==> config.mk <==
export PLATFORM = sky130hd
export DESIGN_NAME = ternary_weight_dot_saturate_top
export DESIGN_NICKNAME = d
export VERILOG_FILES = /design/src/design/twds_pkg.sv /design/src/design/twds_lane.sv /design/src/design/twds_merge.sv /design/src/design/ternary_weight_dot_saturate_top.sv
export VERILOG_INCLUDE_DIRS = /design/src /design/src/design
export SDC_FILE = /design/constraint.sdc
export NUM_CORES = 1
export LEC_CHECK = 0
export CAP_MARGIN = 20
export CORE_MARGIN = 2
export CORE_UTILIZATION = 30
export CTS_CLUSTER_SIZE = 24
export DETAILED_ROUTE_END_ITERATION = 10
export DONT_BUFFER_PORTS = 1
export PLACE_DENSITY_LB_ADDON = 0.1
export SLEW_MARGIN = 10
export SYNTH_ARGS = -nofsm -noshare
export SYNTH_HDL_FRONTEND = slang
export SYNTH_SLANG_ARGS = --single-unit
==> constraint.sdc <==
create_clock -name clk -period 6 [get_ports clk]
set_clock_uncertainty 0.2 [all_clocks]
set_input_delay 0.9 -clock clk [delete_from_list [all_inputs] [get_ports clk]]
set_output_delay 0.9 -clock clk [all_outputs]
set_load 0.01 [all_outputs]
==> src/design/ternary_weight_dot_saturate_top_defines.svh <==
// Assertion macros for the ternary dot product design; twds_merge includes them.
`ifndef TERNARY_WEIGHT_DOT_SATURATE_TOP_DEFINES_SVH
`define TERNARY_WEIGHT_DOT_SATURATE_TOP_DEFINES_SVH

// Check a property while out of reset.
`define TWDS_ASSERT(name, clk, rst_n, prop, msg) \
    name: assert property (@(posedge clk) disable iff (!rst_n) prop) else $error(msg);

// Check a property at every edge, reset included.
`define TWDS_ASSERT_ALWAYS(name, clk, prop, msg) \
    name: assert property (@(posedge clk) prop) else $error(msg);

`endif

==> src/design/twds_pkg.sv <==
`default_nettype none

package twds_pkg;

    localparam int ITEM_LANES = 4;
    localparam int ACT_W      = 31;
    localparam int CODE_W     = 2;
    localparam int LANE_CNT_W = 3;
    localparam int WEIGHT_W   = ITEM_LANES * CODE_W;
    // One negated activation needs one bit more than the activation.
    localparam int CONTRIB_W  = ACT_W + 1;
    // Sum of four contributions.
    localparam int TREE_W     = CONTRIB_W + 2;
    localparam int SUM_W      = 48;

    typedef logic signed [ACT_W-1:0]     act_t;
    typedef logic signed [CONTRIB_W-1:0] contrib_t;
    typedef logic signed [TREE_W-1:0]    tree_t;
    typedef logic signed [SUM_W-1:0]     sum_t;
    typedef logic signed [SUM_W:0]       acc_wide_t;
    typedef logic [CODE_W-1:0]           code_t;

    // Trit codes; the two other codes contribute nothing.
    localparam code_t CODE_PLUS  = 2'd1;
    localparam code_t CODE_MINUS = 2'd2;

    localparam sum_t SUM_LIMIT   = 48'sh7FFF_FFFF_FFFF;
    localparam sum_t CLAMP_LIMIT = 48'sd581130733;
    localparam act_t DOT_LIMIT   = 31'sd581130733;

    // Stage control passed between the lane stage and the merge stage.
    typedef struct packed {
        logic valid;
        logic last;
    } beat_t;

endpackage

`default_nettype wire

==> src/design/twds_lane.sv <==
`default_nettype none

module twds_lane (
    input  wire logic                clk,
    input  wire logic                load,
    input  wire twds_pkg::act_t      act,
    input  wire twds_pkg::code_t     code,
    input  wire logic                used,
    output twds_pkg::contrib_t       contrib
);

    twds_pkg::contrib_t contrib_reg;
    twds_pkg::contrib_t contrib_next;
    twds_pkg::contrib_t act_ext;

    // Select +a, -a or zero from the trit code.
    always_comb
    begin
        act_ext      = twds_pkg::CONTRIB_W'(act);
        contrib_next = '0;
        if (used)
        begin
            unique case (code)
                twds_pkg::CODE_PLUS:  contrib_next = act_ext;
                twds_pkg::CODE_MINUS: contrib_next = -act_ext;
                default:              contrib_next = '0;
            endcase
        end
    end

    // Hold the lane contribution for the merge stage.
    always_ff @(posedge clk)
    begin
        if (load)
        begin
            contrib_reg <= contrib_next;
        end
    end

    assign contrib = contrib_reg;

endmodule

`default_nettype wire

==> src/design/twds_merge.sv <==
`default_nettype none
`include "ternary_weight_dot_saturate_top_defines.svh"

module twds_merge (
    input  wire logic                    clk,
    input  wire logic                    rst_n,
    input  wire twds_pkg::beat_t         in_beat,
    input  wire logic [twds_pkg::ITEM_LANES-1:0][twds_pkg::CONTRIB_W-1:0] contrib,
    output logic                         in_ready,
    output logic                         out_valid,
    input  wire logic                    out_take,
    output twds_pkg::act_t               dot,
    output logic                         sat
);

    // Tree stage
    logic              s2_valid_reg, s2_valid_next;
    logic              s2_last_reg;
    twds_pkg::tree_t   tree_reg;
    twds_pkg::tree_t   tree_next;
    // Accumulator
    twds_pkg::sum_t    run_reg, run_next;
    twds_pkg::acc_wide_t acc_wide;
    twds_pkg::sum_t    acc_sat;
    // Finished cell sum
    logic              fin_valid_reg, fin_valid_next;
    twds_pkg::sum_t    fin_sum_reg;
    // Output register
    logic              out_valid_reg, out_valid_next;
    twds_pkg::act_t    dot_reg, dot_next;
    logic              sat_reg, sat_next;

    logic s2_take, s2_ready, s2_load, fin_ready, fin_take, out_ready;

    // Handshake chain from the output back to the lane stage.
    assign out_ready = !out_valid_reg || out_take;
    assign fin_ready = !fin_valid_reg || out_ready;
    assign fin_take  = fin_valid_reg && out_ready;
    assign s2_take   = s2_valid_reg && (!s2_last_reg || fin_ready);
    assign s2_ready  = !s2_valid_reg || s2_take;
    assign s2_load   = in_beat.valid && s2_ready;
    assign in_ready  = s2_ready;

    // Add the lane contributions.
    always_comb
    begin
        tree_next = '0;
        for (int n = 0; n < twds_pkg::ITEM_LANES; n++)
        begin
            tree_next = tree_next + twds_pkg::TREE_W'($signed(contrib[n]));
        end
    end

    // Accumulate with saturation at the accumulator limit.
    always_comb
    begin
        acc_wide = twds_pkg::acc_wide_t'(run_reg) + twds_pkg::acc_wide_t'(tree_reg);
        if (acc_wide > twds_pkg::acc_wide_t'(twds_pkg::SUM_LIMIT))
        begin
            acc_sat = twds_pkg::SUM_LIMIT;
        end
        else if (acc_wide < -twds_pkg::acc_wide_t'(twds_pkg::SUM_LIMIT))
        begin
            acc_sat = -twds_pkg::SUM_LIMIT;
        end
        else
        begin
            acc_sat = acc_wide[twds_pkg::SUM_W-1:0];
        end
    end

    // Clamp the finished sum and flag the clamp.
    always_comb
    begin
        if (fin_sum_reg > twds_pkg::CLAMP_LIMIT)
        begin
            dot_next = twds_pkg::DOT_LIMIT;
            sat_next = 1'b1;
        end
        else if (fin_sum_reg < -twds_pkg::CLAMP_LIMIT)
        begin
            dot_next = -twds_pkg::DOT_LIMIT;
            sat_next = 1'b1;
        end
        else
        begin
            dot_next = fin_sum_reg[twds_pkg::ACT_W-1:0];
            sat_next = 1'b0;
        end
    end

    // Next control state; drop non-last items after accumulation.
    always_comb
    begin
        s2_valid_next  = s2_ready ? in_beat.valid : s2_valid_reg;
        run_next       = run_reg;
        if (s2_take)
        begin
            run_next = s2_last_reg ? '0 : acc_sat;
        end
        fin_valid_next = fin_ready ? (s2_take && s2_last_reg) : fin_valid_reg;
        out_valid_next = out_ready ? fin_valid_reg : out_valid_reg;
    end

    // Advance control state and the accumulator.
    always_ff @(posedge clk or negedge rst_n)
    begin
        if (!rst_n)
        begin
            s2_valid_reg  <= 1'b0;
            run_reg       <= '0;
            fin_valid_reg <= 1'b0;
            out_valid_reg <= 1'b0;
        end
        else
        begin
            s2_valid_reg  <= s2_valid_next;
            run_reg       <= run_next;
            fin_valid_reg <= fin_valid_next;
            out_valid_reg <= out_valid_next;
        end
    end

    // Load payload registers.
    always_ff @(posedge clk)
    begin
        if (s2_load)
        begin
            tree_reg    <= tree_next;
            s2_last_reg <= in_beat.last;
        end
        if (s2_take && s2_last_reg)
        begin
            fin_sum_reg <= acc_sat;
        end
        if (fin_take)
        begin
            dot_reg <= dot_next;
            sat_reg <= sat_next;
        end
    end

    assign out_valid = out_valid_reg;
    assign dot       = dot_reg;
    assign sat       = sat_reg;

    `TWDS_ASSERT(a_run_range, clk, rst_n, (run_reg <= twds_pkg::SUM_LIMIT) && (run_reg >= -twds_pkg::SUM_LIMIT), "accumulator beyond its limit")
    `TWDS_ASSERT(a_clear_after_last, clk, rst_n, (s2_take && s2_last_reg) |=> (run_reg == '0), "accumulator not cleared after last item")
    `TWDS_ASSERT(a_dot_range, clk, rst_n, out_valid_reg |-> ((dot_reg <= twds_pkg::DOT_LIMIT) && (dot_reg >= -twds_pkg::DOT_LIMIT)), "result outside clamp range")
    `TWDS_ASSERT(a_sat_at_limit, clk, rst_n, (out_valid_reg && sat_reg) |-> ((dot_reg == twds_pkg::DOT_LIMIT) || (dot_reg == -twds_pkg::DOT_LIMIT)), "saturated result not at limit")
    `TWDS_ASSERT(a_fin_hold, clk, rst_n, (fin_valid_reg && !out_ready) |=> fin_valid_reg, "finished sum lost while output stalled")

endmodule

`default_nettype wire

==> src/design/ternary_weight_dot_saturate_top.sv <==
// Channel   Dir  Payload                                              Sideband
// s_*       in   tdata[135:0]: act0..act3, weight_byte, valid_lanes   tlast: last_element
// m_*       out  tdata[31:0]:  dot_value                              tuser: saturated
//
// One item is accepted per cycle while s_tready is high; a last item flows through to m_tvalid.
// Stages: lane contribution register, lane adder tree, accumulator, clamp/output register.
// The accumulator add and saturate sets the loop rate of one item per cycle.
// Reset clears all valid flags and the accumulator.
// A stalled output holds the output, finished-sum and any last item; non-last items keep flowing.
`default_nettype none

module ternary_weight_dot_saturate_top (
    input  wire logic          clk,
    input  wire logic          rst_n,
    input  wire logic          s_tvalid,
    output logic               s_tready,
    // activation_0, activation_1, activation_2, activation_3, weight_byte, valid_lanes, pad
    input  wire logic [135:0]  s_tdata,
    input  wire logic          s_tlast,
    output logic               m_tvalid,
    input  wire logic          m_tready,
    // dot_value, pad
    output logic [31:0]        m_tdata,
    // saturated
    output logic               m_tuser
);

    localparam int WOFS = twds_pkg::ITEM_LANES * twds_pkg::ACT_W;
    localparam int LOFS = WOFS + twds_pkg::WEIGHT_W;

    logic                                    s1_valid_reg, s1_valid_next;
    logic                                    s1_last_reg;
    logic                                    s1_ready, s1_load, merge_ready;
    logic [twds_pkg::WEIGHT_W-1:0]           weight_byte;
    logic [twds_pkg::LANE_CNT_W-1:0]         valid_lanes;
    logic [twds_pkg::ITEM_LANES-1:0][twds_pkg::CONTRIB_W-1:0] contrib;
    twds_pkg::beat_t                         s1_beat;
    twds_pkg::act_t                          dot_value;

    assign weight_byte = s_tdata[WOFS +: twds_pkg::WEIGHT_W];
    assign valid_lanes = s_tdata[LOFS +: twds_pkg::LANE_CNT_W];

    // Accept a transaction when the lane stage is free or moving on.
    assign s1_ready = !s1_valid_reg || merge_ready;
    assign s1_load  = s_tvalid && s1_ready;
    assign s_tready = s1_ready;

    // One lane per activation; lanes at or above the count are ignored.
    for (genvar n = 0; n < twds_pkg::ITEM_LANES; n++)
    begin : g_lane
        twds_lane u_lane (
            .clk     (clk),
            .load    (s1_load),
            .act     (s_tdata[n*twds_pkg::ACT_W +: twds_pkg::ACT_W]),
            .code    (weight_byte[n*twds_pkg::CODE_W +: twds_pkg::CODE_W]),
            .used    (valid_lanes > twds_pkg::LANE_CNT_W'(n)),
            .contrib (contrib[n])
        );
    end

    // Track the lane stage.
    always_comb
    begin
        s1_valid_next = s1_ready ? s_tvalid : s1_valid_reg;
    end

    always_ff @(posedge clk or negedge rst_n)
    begin
        if (!rst_n)
        begin
            s1_valid_reg <= 1'b0;
        end
        else
        begin
            s1_valid_reg <= s1_valid_next;
        end
    end

    always_ff @(posedge clk)
    begin
        if (s1_load)
        begin
            s1_last_reg <= s_tlast;
        end
    end

    assign s1_beat.valid = s1_valid_reg;
    assign s1_beat.last  = s1_last_reg;

    twds_merge u_merge (
        .clk       (clk),
        .rst_n     (rst_n),
        .in_beat   (s1_beat),
        .contrib   (contrib),
        .in_ready  (merge_ready),
        .out_valid (m_tvalid),
        .out_take  (m_tready),
        .dot       (dot_value),
        .sat       (m_tuser)
    );

    assign m_tdata = {1'b0, dot_value};

endmodule

`default_nettype wire
==> impl_metrics.ini <==
[route]
drc = 0
wire_per_inst_um = 20.1
via_per_inst = 5.34
totalWireLength_um = 60100
via_count = 16028
ant_nets = 0
drt_first_pass_iters = 5
drt_iter0_markers = 1173

[logic_synthesis]
yosys-top-cells-count = edfxtp_1, nor2_1, nand2_1, a21oi_1, ha_1
postSynthAreaPerCell_um2 = 9.72
yosys.area.top_type = edfxtp_1
synth-edff-count = 244
syn_inst = 2126
synth.area.top_cells = edfxtp_1, fa_1, dfrtp_1
synth_warnings = 0
synth-main-ff-cell = edfxtp_1
synth_sequential_area_ratio_pct = 41.7
synth_top_area_share_pct = 35.4
async_reset_ff_share_pct = 17.6
syn_area_um2 = 20700
yosys_register_bits = 296
synth_nets = 2426
synth.most_common_cell = edfxtp_1
synthDistinctLibCells = 85

[floorplanning]
coreArea_um2 = 68300
rows = 96
die-area_um2 = 71000
die_w_um = 266
dieHeight_um = 266
start_util_pct = 30.2
num_io_pins = 176

[power_and_ir_drop]
max-vdd-ir-drop_mv = 0.343
power_leakage_nw = 8.54
p_clk_share_pct = 17.8
p_int_mw = 6.99
p_seq_share_pct = 28.2
switching_power_mw = 5.50
swShare_pct = 44.1
p_comb_share_pct = 54.0
powerDensity_nw_per_um2 = 547

[setup_path]
critPathMaxFanout = 4
arrival_ns = 4.96
path_cells = fa_1 -> fa_1 -> ha_1 -> inv_1 -> o31a_1 -> a2111oi_0 -> o21a_1 -> nand2_1 -> o211a_1 -> o21ba_2 -> a21boi_0 -> a21o_1 -> a21oi_1 -> xnor2_1
end_kind = flip-flop
start_kind = flip-flop
cp.required_ns = 6.09
critPathKind = reg -> reg
path_common_cell = fa_1
critPathSlowestCell = a2111oi_0
cpPeakStageDelay_ns = 0.66

[clocking]
cts_hold_buf = 1
cts-htree-levels = 2
tritoncts = done
cts_made_buffers = 37
clockRootBuffer = clkbuf_16
clk_latency_ns = 0.55
cts_resized = 0
cts_sinks = 296
post_cts_buffers = 0
cts_buffer_depth = 3
clk_pin_slew_worst_paths_ns = 0.06

[placement]
port_buffers = 0
dp_hpwl_um = 46600
place.gp.congestion = 0.862

[layout]
largest_reg_flops = 128
drive_above_1_share_pct = 6.24
area_delta_synth_final_pct = 10.5
diodes = 0
final_nets = 2388
n_fill_cell = 6919

[grt]
grt_antenna_before_repair = 0
grt_pass1_wl_um = 93300
grt_pass1_vias = 16035
gr-total-overflow = 0
grt_max_degree = 130
track_usage_pct = 16.8

[timing]
max_freq_mhz = 205
tightestPinTransition_ns = 0.973
final_max_slew_viol_count = 0
worst_slew_margin_rel_pct = 35.1
setup-violations-final = 0
min_period_over_period_pct = 81.2
grt_setup_unrepaired = no
tns_ns = 0
period_minus_slack_ns = 4.87
hold_violations = 0
holdWs_ns = 0.0132

[run_status]
outcome = completed

[min_path]
hold_path_class = in -> async

[job]
cap_violations = 0
metal layers:
layer	up-vias	GRT usage (%)	share of wire (%)
li1	7870	-	-
met3	66	4.20	6.2
met1	7687	21.5	45
met5	-	0	0
met4	0	4.40	2.1
met2	405	28.3	47
power by group through the flow:
stage,registers (mW),clock network [mW],logic [mW]
after floorplan,3.41,0,4.95
after global placement,3.55,0,6.68
after detailed placement,3.56,0,6.73
after CTS,3.52,2.31,6.76
after global routing,3.58,2.39,7.51
final,3.52,2.23,6.75
path summary, 6_finish.rpt:
kind                            slack [ns]                                      start                         endpoint  cells after the start
worst min-delay path                  0.01                                      rst_n  u_merge.run_reg[40]$_DFFE_PN0P_                      1
worst min register to register        0.24                      s1_last_reg$_DFFE_PP_    u_merge.s2_last_reg$_DFFE_PP_                      0
worst max register to register        1.13  g_lane[0].u_lane.contrib[4]$_SDFFCE_PP0P_   u_merge.tree_reg[30]$_DFFE_PP_                     14
worst max-delay path                  1.13  g_lane[0].u_lane.contrib[4]$_SDFFCE_PP0P_   u_merge.tree_reg[30]$_DFFE_PP_                     14
min in group clk                      0.24                      s1_last_reg$_DFFE_PP_    u_merge.s2_last_reg$_DFFE_PP_                      0
max in group asynchronous             5.31                                      rst_n  u_merge.run_reg[10]$_DFFE_PN0P_                      1
worst max-delay path: cells and delay by family (launching register included):
kind / cells / cell delay, ns
XOR/XNOR: 1 / 0.12
AND/OR/NAND/NOR: 1 / 0.11
buffers and inverters: 1 / 0.06
AO/OA/AOI/OAI: 8 / 2.28
flip-flops: 1 / 0.39
adder cells (fa/ha/maj): 3 / 1.45
layout make-up:
| class | instances | area [um2] | share of cell area (%) |
|---|---|---|---|
| inverters | 57 | 214 | 0.937 |
| flip-flops and latches | 296 | 8630 | 37.8 |
| multi-input cells | 1669 | 11500 | 50.2 |
| well taps | 882 | 1100 | 4.83 |
| repair buffers | 27 | 235 | 1.03 |
| clock inverters | 19 | 178 | 0.778 |
| clock buffers | 49 | 1020 | 4.48 |
cells in the final DEF, fill, tap and decap left out, types with 33 or more instances in the layout:
master     count
nor3_1        87
nand2_1      206
a221oi_1      37
maj3_1        36
edfxtp_1     244
o21ai_0       92
or3_1         33
inv_1         55
nand3_1       69
clkbuf_16     39
a21oi_1      189
xnor2_1       50
dfrtp_1       52
fa_1          66
ha_1          93
nor2_1       229
a21o_1        59
per-stage QoR:
stage                     cells  power (mW)  setup slack (ns)  cell area [um2]  util, %
final                      2999        12.5              1.13            22800     33.4
after global routing       2999        13.5             0.907            22800     33.4
after CTS                  2999        12.6              1.16            22800     33.4
after detailed placement   2930        10.3              1.16            21600     31.6
after global placement     2930        10.2              1.17            21600     31.6
after floorplan            2126        8.36              1.04            20700        -
cell families (layout without fill, tap and decap cells):
kind of cell / Yosys count / count (layout) / synth area share, %
simple gates: 814 / 814 / 19.5
compound gates: 575 / 575 / 18.3
flops: 296 / 296 / 41.7
fa+ha+maj: 195 / 195 / 13.8
buf+inv: 161 / 152 / 3.03
xor+xnor: 83 / 83 / 3.55
other cells: 1 / 1 / 0.0181
mux: 1 / 1 / 0.0484
(Power assumes the default switching activity.)
